### src/rtl/core/fwf_pkg.sv
package fwf_pkg;

    localparam int unsigned HIST_DEPTH_DEFAULT = 25;

    localparam int unsigned DIST_W     = 10;
    localparam int unsigned DUTY_W     = 7;
    localparam int unsigned REJ_W      = 3;
    localparam int unsigned MODE_W     = 2;
    localparam int unsigned CFG_IDX_W  = 3;
    localparam int unsigned CFG_DATA_W = 10;

    // drive modes
    localparam logic [MODE_W-1:0] MODE_LEFT     = 2'd0;
    localparam logic [MODE_W-1:0] MODE_STRAIGHT = 2'd1;
    localparam logic [MODE_W-1:0] MODE_RIGHT    = 2'd2;

    // configuration register indexes
    localparam logic [CFG_IDX_W-1:0] REG_SPIKE_MARGIN = 3'd0;
    localparam logic [CFG_IDX_W-1:0] REG_MAX_REJECTS  = 3'd1;
    localparam logic [CFG_IDX_W-1:0] REG_CRUISE_DUTY  = 3'd2;
    localparam logic [CFG_IDX_W-1:0] REG_SLOW_DUTY    = 3'd3;
    localparam logic [CFG_IDX_W-1:0] REG_TURN_DUTY    = 3'd4;

    // configuration reset values
    localparam logic [DIST_W-1:0] SPIKE_MARGIN_RST = 10'd20;
    localparam logic [REJ_W-1:0]  MAX_REJECTS_RST  = 3'd4;
    localparam logic [DUTY_W-1:0] CRUISE_DUTY_RST  = 7'd70;
    localparam logic [DUTY_W-1:0] SLOW_DUTY_RST    = 7'd50;
    localparam logic [DUTY_W-1:0] TURN_DUTY_RST    = 7'd50;

    // wall follower thresholds, inches
    localparam logic [DIST_W-1:0] WALL_NEAR_TH   = 10'd20;
    localparam logic [DIST_W-1:0] CENTER_OPEN_TH = 10'd11;
    localparam logic [DIST_W-1:0] CORNER_TH      = 10'd12;
    localparam logic [DIST_W-1:0] WALL_LOST_TH   = 10'd15;
    localparam logic [DIST_W-1:0] TREND_BAND     = 10'd3;

    typedef struct packed {
        logic [MODE_W-1:0] drive_mode;
        logic [DUTY_W-1:0] left_duty;
        logic [DUTY_W-1:0] right_duty;
        logic [MODE_W-1:0] next_mode;
        logic [DIST_W-1:0] filtered_left;
        logic [DIST_W-1:0] filtered_center;
    } result_t;

endpackage

### src/rtl/core/fwf_channel.sv
module fwf_channel
    import fwf_pkg::*;
#(
    parameter int unsigned HIST_DEPTH = HIST_DEPTH_DEFAULT
) (
    input  logic              aclk,
    input  logic              aresetn,
    input  logic              accept,
    input  logic              advance,
    input  logic              limit_en,
    input  logic [DIST_W-1:0] reading,
    input  logic [DIST_W-1:0] margin,
    input  logic [REJ_W-1:0]  max_rejects,
    output logic [DIST_W-1:0] avg,
    output logic [DIST_W-1:0] written
);

    localparam int unsigned DepthLog   = $clog2(HIST_DEPTH);
    localparam int unsigned SumW       = DIST_W + DepthLog;
    localparam int unsigned MulW       = SumW + 1;
    localparam int unsigned ProdW      = SumW + MulW;
    localparam int unsigned RecipShift = SumW + DepthLog;
    localparam logic [MulW-1:0] RecipMul =
        MulW'(((64'd1 << RecipShift) + HIST_DEPTH - 1) / HIST_DEPTH);

    // entry 0 is the current slot, the last entry is the previous slot
    logic [DIST_W-1:0] hist_reg  [HIST_DEPTH];
    logic [DIST_W-1:0] hist_next [HIST_DEPTH];
    logic [SumW-1:0]   sum_reg, sum_next;
    logic [REJ_W-1:0]  run_reg, run_next;
    logic [ProdW-1:0]  prod;
    logic              spike;
    logic              take_prev;

    // sum / depth through reciprocal multiply, exact over the sum's range
    assign prod = ProdW'(sum_reg) * ProdW'(RecipMul);
    assign avg  = prod[RecipShift +: DIST_W];

    assign spike = {1'b0, reading} > ({1'b0, avg} + {1'b0, margin});

    always_comb begin
        take_prev = spike;
        run_next  = '0;
        if (limit_en) begin
            take_prev = spike && (run_reg < max_rejects);
            if (take_prev) begin
                run_next = run_reg + 1'b1;
            end
        end
    end

    assign written  = take_prev ? hist_reg[HIST_DEPTH-1] : reading;
    assign sum_next = sum_reg - SumW'(hist_reg[0]) + SumW'(written);

    always_comb begin
        for (int k = 0; k < HIST_DEPTH; k++) begin
            hist_next[k] = hist_reg[k];
        end
        if (advance) begin
            // rotate: the written slot becomes the previous slot
            for (int k = 0; k < HIST_DEPTH - 1; k++) begin
                hist_next[k] = hist_reg[k+1];
            end
            hist_next[HIST_DEPTH-1] = written;
        end else begin
            hist_next[0] = written;
        end
    end

    always_ff @(posedge aclk) begin
        if (!aresetn) begin
            for (int k = 0; k < HIST_DEPTH; k++) begin
                hist_reg[k] <= '0;
            end
            sum_reg <= '0;
            run_reg <= '0;
        end else if (accept) begin
            for (int k = 0; k < HIST_DEPTH; k++) begin
                hist_reg[k] <= hist_next[k];
            end
            sum_reg <= sum_next;
            run_reg <= run_next;
        end
    end

endmodule

### src/rtl/core/fwf_decide.sv
module fwf_decide
    import fwf_pkg::*;
(
    input  logic              aclk,
    input  logic              aresetn,
    input  logic              accept,
    input  logic              decide,
    input  logic [DIST_W-1:0] filt_left,
    input  logic [DIST_W-1:0] filt_center,
    input  logic [DIST_W-1:0] left_avg,
    input  logic [DUTY_W-1:0] cruise_duty,
    input  logic [DUTY_W-1:0] slow_duty,
    input  logic [DUTY_W-1:0] turn_duty,
    output result_t           result
);

    logic [MODE_W-1:0] state_reg, state_next;
    logic [MODE_W-1:0] mode;
    logic [DUTY_W-1:0] lduty, rduty;
    logic              in_band;
    logic              drifting_in;

    assign in_band = (({1'b0, filt_left} + {1'b0, TREND_BAND}) > {1'b0, left_avg})
                  && ({1'b0, filt_left} < ({1'b0, left_avg} + {1'b0, TREND_BAND}));
    assign drifting_in = filt_left < left_avg;

    always_comb begin
        mode       = state_reg;
        state_next = state_reg;
        lduty      = turn_duty;
        rduty      = turn_duty;
        case (state_reg)
            MODE_LEFT: begin
                if (filt_left < WALL_NEAR_TH && filt_center > CENTER_OPEN_TH) begin
                    state_next = MODE_STRAIGHT;
                end else if (filt_left < CORNER_TH && filt_center < CORNER_TH) begin
                    state_next = MODE_RIGHT;
                end
            end
            MODE_RIGHT: begin
                if (filt_left > WALL_NEAR_TH) begin
                    state_next = MODE_LEFT;
                end else if (filt_center > WALL_LOST_TH) begin
                    state_next = MODE_STRAIGHT;
                end
            end
            default: begin
                mode       = MODE_STRAIGHT;
                state_next = MODE_STRAIGHT;
                if (in_band) begin
                    lduty = cruise_duty;
                    rduty = cruise_duty;
                end else if (drifting_in) begin
                    lduty = cruise_duty;
                    rduty = slow_duty;
                end else begin
                    lduty = slow_duty;
                    rduty = cruise_duty;
                end
                if (filt_left >= WALL_LOST_TH) begin
                    state_next = MODE_LEFT;
                end else if (filt_left < WALL_NEAR_TH && filt_center < WALL_LOST_TH) begin
                    state_next = MODE_RIGHT;
                end
            end
        endcase
    end

    assign result.drive_mode      = mode;
    assign result.left_duty       = lduty;
    assign result.right_duty      = rduty;
    assign result.next_mode       = state_next;
    assign result.filtered_left   = filt_left;
    assign result.filtered_center = filt_center;

    always_ff @(posedge aclk) begin
        if (!aresetn) begin
            state_reg <= MODE_STRAIGHT;
        end else if (accept && decide) begin
            state_reg <= state_next;
        end
    end

endmodule

### src/rtl/core/fwf_out_buf.sv
module fwf_out_buf
    import fwf_pkg::*;
(
    input  logic    aclk,
    input  logic    aresetn,
    input  logic    push_valid,
    output logic    push_ready,
    input  result_t push_data,
    output logic    pop_valid,
    input  logic    pop_ready,
    output result_t pop_data
);

    result_t head_reg, head_next;
    result_t skid_reg, skid_next;
    logic    head_valid_reg, head_valid_next;
    logic    skid_valid_reg, skid_valid_next;
    logic    pop;

    assign push_ready = !skid_valid_reg;
    assign pop_valid  = head_valid_reg;
    assign pop_data   = head_reg;
    assign pop        = head_valid_reg && pop_ready;

    always_comb begin
        head_next       = head_reg;
        skid_next       = skid_reg;
        head_valid_next = head_valid_reg;
        skid_valid_next = skid_valid_reg;
        if (skid_valid_reg) begin
            // drain the skid entry into the head
            if (pop) begin
                head_next       = skid_reg;
                skid_valid_next = 1'b0;
            end
        end else if (push_valid) begin
            if (!head_valid_reg || pop) begin
                head_next       = push_data;
                head_valid_next = 1'b1;
            end else begin
                skid_next       = push_data;
                skid_valid_next = 1'b1;
            end
        end else if (pop) begin
            head_valid_next = 1'b0;
        end
    end

    always_ff @(posedge aclk) begin
        if (!aresetn) begin
            head_valid_reg <= 1'b0;
            skid_valid_reg <= 1'b0;
        end else begin
            head_valid_reg <= head_valid_next;
            skid_valid_reg <= skid_valid_next;
        end
        head_reg <= head_next;
        skid_reg <= skid_next;
    end

endmodule

### src/rtl/core/filtered_wall_follower.sv
// Spike-filtered three-sensor wall follower. Each accepted transaction carries left, center
// and right distances and a decide flag; every transaction updates the three HIST_DEPTH-entry
// histories, and a decide transaction also runs the turn-left / straight / turn-right state
// machine and produces one result into the output buffer. A transaction is taken every clock
// cycle while s_ready is high: the channel averages come from running sums scaled by a fixed
// reciprocal multiply, so the critical path is that multiply, a compare and the state
// machine. Results sit in an output register backed by one skid entry; s_ready drops only
// while both hold an untaken result. Configuration writes are registered and must be issued
// while no transaction is in flight.
module filtered_wall_follower
    import fwf_pkg::*;
#(
    parameter int unsigned HIST_DEPTH = HIST_DEPTH_DEFAULT
) (
    input  logic                  aclk,
    input  logic                  aresetn,

    input  logic                  cfg_valid,
    output logic                  cfg_ready,
    input  logic [CFG_IDX_W-1:0]  cfg_index,
    input  logic [CFG_DATA_W-1:0] cfg_data,

    input  logic                  s_valid,
    output logic                  s_ready,
    input  logic [DIST_W-1:0]     s_left_distance,
    input  logic [DIST_W-1:0]     s_center_distance,
    input  logic [DIST_W-1:0]     s_right_distance,
    input  logic                  s_decide_tick,

    output logic                  m_valid,
    input  logic                  m_ready,
    output logic [MODE_W-1:0]     m_drive_mode,
    output logic [DUTY_W-1:0]     m_left_duty,
    output logic [DUTY_W-1:0]     m_right_duty,
    output logic [MODE_W-1:0]     m_next_mode,
    output logic [DIST_W-1:0]     m_filtered_left,
    output logic [DIST_W-1:0]     m_filtered_center
);

    logic [DIST_W-1:0] margin_reg;
    logic [REJ_W-1:0]  max_rej_reg;
    logic [DUTY_W-1:0] cruise_reg;
    logic [DUTY_W-1:0] slow_reg;
    logic [DUTY_W-1:0] turn_reg;

    logic              accept;
    logic              push_valid;
    logic [DIST_W-1:0] left_avg, center_avg, right_avg;
    logic [DIST_W-1:0] left_wr, center_wr, right_wr;
    result_t           decide_result;
    result_t           out_data;

    assign cfg_ready  = 1'b1;
    assign accept     = s_valid && s_ready;
    assign push_valid = accept && s_decide_tick;

    always_ff @(posedge aclk) begin
        if (!aresetn) begin
            margin_reg  <= SPIKE_MARGIN_RST;
            max_rej_reg <= MAX_REJECTS_RST;
            cruise_reg  <= CRUISE_DUTY_RST;
            slow_reg    <= SLOW_DUTY_RST;
            turn_reg    <= TURN_DUTY_RST;
        end else if (cfg_valid && cfg_ready) begin
            case (cfg_index)
                REG_SPIKE_MARGIN: margin_reg  <= cfg_data[DIST_W-1:0];
                REG_MAX_REJECTS:  max_rej_reg <= cfg_data[REJ_W-1:0];
                REG_CRUISE_DUTY:  cruise_reg  <= cfg_data[DUTY_W-1:0];
                REG_SLOW_DUTY:    slow_reg    <= cfg_data[DUTY_W-1:0];
                REG_TURN_DUTY:    turn_reg    <= cfg_data[DUTY_W-1:0];
                default: ;
            endcase
        end
    end

    fwf_channel #(.HIST_DEPTH(HIST_DEPTH)) u_left (
        .aclk        (aclk),
        .aresetn     (aresetn),
        .accept      (accept),
        .advance     (s_decide_tick),
        .limit_en    (1'b1),
        .reading     (s_left_distance),
        .margin      (margin_reg),
        .max_rejects (max_rej_reg),
        .avg         (left_avg),
        .written     (left_wr)
    );

    fwf_channel #(.HIST_DEPTH(HIST_DEPTH)) u_center (
        .aclk        (aclk),
        .aresetn     (aresetn),
        .accept      (accept),
        .advance     (s_decide_tick),
        .limit_en    (1'b1),
        .reading     (s_center_distance),
        .margin      (margin_reg),
        .max_rejects (max_rej_reg),
        .avg         (center_avg),
        .written     (center_wr)
    );

    // right channel rejects every spike, no run limit
    fwf_channel #(.HIST_DEPTH(HIST_DEPTH)) u_right (
        .aclk        (aclk),
        .aresetn     (aresetn),
        .accept      (accept),
        .advance     (s_decide_tick),
        .limit_en    (1'b0),
        .reading     (s_right_distance),
        .margin      (margin_reg),
        .max_rejects (max_rej_reg),
        .avg         (right_avg),
        .written     (right_wr)
    );

    fwf_decide u_decide (
        .aclk        (aclk),
        .aresetn     (aresetn),
        .accept      (accept),
        .decide      (s_decide_tick),
        .filt_left   (left_wr),
        .filt_center (center_wr),
        .left_avg    (left_avg),
        .cruise_duty (cruise_reg),
        .slow_duty   (slow_reg),
        .turn_duty   (turn_reg),
        .result      (decide_result)
    );

    fwf_out_buf u_out (
        .aclk       (aclk),
        .aresetn    (aresetn),
        .push_valid (push_valid),
        .push_ready (s_ready),
        .push_data  (decide_result),
        .pop_valid  (m_valid),
        .pop_ready  (m_ready),
        .pop_data   (out_data)
    );

    assign m_drive_mode      = out_data.drive_mode;
    assign m_left_duty       = out_data.left_duty;
    assign m_right_duty      = out_data.right_duty;
    assign m_next_mode       = out_data.next_mode;
    assign m_filtered_left   = out_data.filtered_left;
    assign m_filtered_center = out_data.filtered_center;

endmodule

### config.mk
export PLATFORM = sky130hd
export DESIGN_NAME = filtered_wall_follower
export DESIGN_NICKNAME = d
export VERILOG_FILES = /design/src/rtl/core/fwf_pkg.sv /design/src/rtl/core/fwf_channel.sv /design/src/rtl/core/fwf_decide.sv /design/src/rtl/core/fwf_out_buf.sv /design/src/rtl/core/filtered_wall_follower.sv
export SDC_FILE = /design/constraint.sdc
export NUM_CORES = 1
export LEC_CHECK = 0
export ABC_AREA = 1
export BUFFER_PORTS_ARGS = -buffer_cell sky130_fd_sc_hd__buf_4
export CAP_MARGIN = 20
export CORE_MARGIN = 2
export CORE_UTILIZATION = 40
export DETAILED_ROUTE_END_ITERATION = 10
export PLACE_DENSITY = 0.65
export SYNTH_ARGS = -nofsm -noshare
export SYNTH_HDL_FRONTEND = slang
export SYNTH_HIERARCHICAL = 1
export SYNTH_SLANG_ARGS = --single-unit
### constraint.sdc
create_clock -name aclk -period 41.8 [get_ports aclk]
set_input_delay 4.18 -clock aclk [delete_from_list [all_inputs] [get_ports aclk]]
set_output_delay 4.18 -clock aclk [all_outputs]
set_load 0.01 [all_outputs]
==> reports/results.tsv <==
stage	metric	value	unit
outcome	status	finished, final reports clean	
clocking	postcts setup bufs	0	
worst_setup_path	WP data arrival	11.21	ns
clocking	clk sinks	650	
timing	RSZ-0062 raised after global routing	false	
clocking	Clock Latency Late Sink	0.62	ns
cells_and_area	area occupied by multi-input gates	15500	µm²
worst_setup_path	CP dominant cell by count	nand2_1	
global_route	initial antenna violation count	1	
floorplan	Die H	314	µm
run	Max-cap violations	0	
global_route	first-pass GRT wire length	128	mm
clocking	clock buffer depth	3	
cells_and_area	filler instances	8986	
global_route	gr usage total	0.162	
logic_synthesis	Mapped Area	38500	µm²
timing	Final min period	10.85	ns
clocking	CTS buffer count	68	
drt	via count	24800	
logic_synthesis	Mapped Cells	4020	
placement	HPWL Detailed	57.0	mm
global_route	largest net degree at the start of global routing	171	
cells_and_area	final cell count without fillers	5367	
cells_and_area	register area	18800	µm²
drt	DRT iter0 DRCs	1741	
worst_setup_path	worst r2r path cells	52	
timing	Setup violations, final	0	
clocking	Post-CTS Hold Fix Bufs	0	
worst_setup_path	slowest CP cell	xor2_1	
timing	max-slew violations	0	
timing	Fmax achieved	92.2	MHz
floorplan	Die Area	98800	µm²
drt	detailed-route wire length per cell	14.6	µm
clocking	CTS H-Tree Depth	3	
worst_setup_path	CP Capture Type	register	
placement	global placement routability congestion	0.840	
cells_and_area	share of layout cells above drive strength 1	0.0653	
worst_setup_path	r2r setup slk	30.95	ns
worst_setup_path	Critical R2R Launch	u_left/sum_reg[5]	
placement	# placed instances	5241	
cells_and_area	antenna cells	0	
timing	skew final	0.0308	ns
drt	WL final	78.5	mm
cells_and_area	Layout Nets	4562	
worst_setup_path	critical path class	register to register	
worst_setup_path	Worst R2R End	u_out/pop_data[33]	
logic_synthesis	Syn Area/Cell	9.58	µm²
drt	vias per std cell	4.61	
clocking	CTS tree	done	
drt	DRC viols	0	
placement	Place WS	30.76	ns
placement	Area after DPL	40000	µm²
timing	slew margin rel.	0.296	
clocking	clock slew at reported path FFs	0.06	ns
timing	final setup TNS	0	ns
worst_setup_path	Startpoint Class	register	
floorplan	I/O Pins	90	
hold_path	worst hold path class	register to register	
drt	DRT antenna net count	0	
placement	PortBufs	78	
hold_path	hold depth	2	
logic_synthesis	Ys Warns	6	
drt	DR pass1 iterations	5	
timing	Setup WS post-layout	30.95	ns
timing	final hold vios	0	
floorplan	Die X	314	µm
floorplan	Core ar.	95300	µm²
cells_and_area	Area growth syn-to-layout	9.74	%
cells_and_area	design area	42300	µm²
global_route	vias in the first global route	24000	
global_route	Overflow after GRT	0	
floorplan	Initial Util	0.404	
timing	Slew @ Worst Pin	1.06	ns
clocking	post-cts resize count	0	
worst_setup_path	CP required	42.16	ns
hold_path	Hold Startpoint	u_left/hist_reg[1][68]	
worst_setup_path	CP max FO	14	
timing	crit share post-route	0.260	
clocking	Root Buffer Master	clkbuf_16	
hold_path	Hold Path Sink	u_left/hist_reg[1][58]	
floorplan	Site Rows	113	
worst_setup_path	slowest stage delay, CP	0.57	ns
## through the flow
step           utilization  hold slack (ns)
2_1_floorplan            -            0.442
3_3_place_gp         0.420            0.471
3_5_place_dp         0.420            0.478
4_1_cts              0.444            0.494
5_1_grt              0.444            0.510
6_report             0.444            0.493
## critical path: cells and delay by family (launching register included)
kind	cells	cell delay, ns
buffers and inverters	6	0.51
AO/OA/AOI/OAI	7	1.69
AND/OR/NAND/NOR	26	3.00
adder cells (fa/ha/maj)	10	3.93
flip-flops	1	0.52
XOR/XNOR	3	0.89
## layout make-up
| type | instances | share of cell area |
|---|---|---|
| Clock buffer | 88 | 0.0442 |
| Multi-Input combinational cell | 2302 | 0.366 |
| Sequential cell | 650 | 0.444 |
| Clock inverter | 37 | 0.00838 |
| Timing Repair Buffer | 94 | 0.0174 |
| Inverter | 931 | 0.0827 |
| Tap cell | 1265 | 0.0374 |
## worst max-delay path by stage
stage / endpoint / depth (start not counted) / slack (ns) / start
final: u_out/pop_data[33] / 52 / 30.95 / u_left/sum_reg[5]
after global placement: u_out/pop_data[33] / 45 / 30.89 / u_left/sum_reg[6]
after floorplan: u_left/hist_reg[0][100] / 6 / 24.20 / s_valid
after detailed placement: u_out/pop_data[33] / 45 / 30.76 / u_left/sum_reg[5]
after CTS: u_out/pop_data[33] / 45 / 30.72 / u_left/sum_reg[5]
after global routing: u_out/pop_data[33] / 51 / 30.05 / u_left/sum_reg[5]
## metal layers
| layer | global-route usage | wire length (µm) |
|---|---|---|
| met1 | 0.244 | 39500 |
| met2 | 0.244 | 34100 |
| met3 | 0.0232 | 3370 |
| met4 | 0.0452 | 1560 |
| met5 | 0 | 9 |
## placed cells by master (no fill, tap or decap), types with 11 or more instances in the layout
cell / n
nand4_1: 40
nor3_1: 18
xnor2_1: 20
buf_4: 91
o21bai_1: 17
nand3_1: 114
clkbuf_1: 14
inv_1: 925
o21ai_0: 74
a31oi_1: 11
edfxtp_1: 576
nand2_2: 17
o22ai_1: 11
dfxtp_1: 74
clkinv_2: 11
a21o_1: 19
nand2_1: 711
a21oi_1: 121
fa_1: 158
nand4_2: 16
ha_1: 308
nor2_1: 539
clkbuf_16: 71
xor2_1: 38
Power is not shown: default switching activity piles up to over one toggle a cycle in this logic, so the estimate is an artifact.
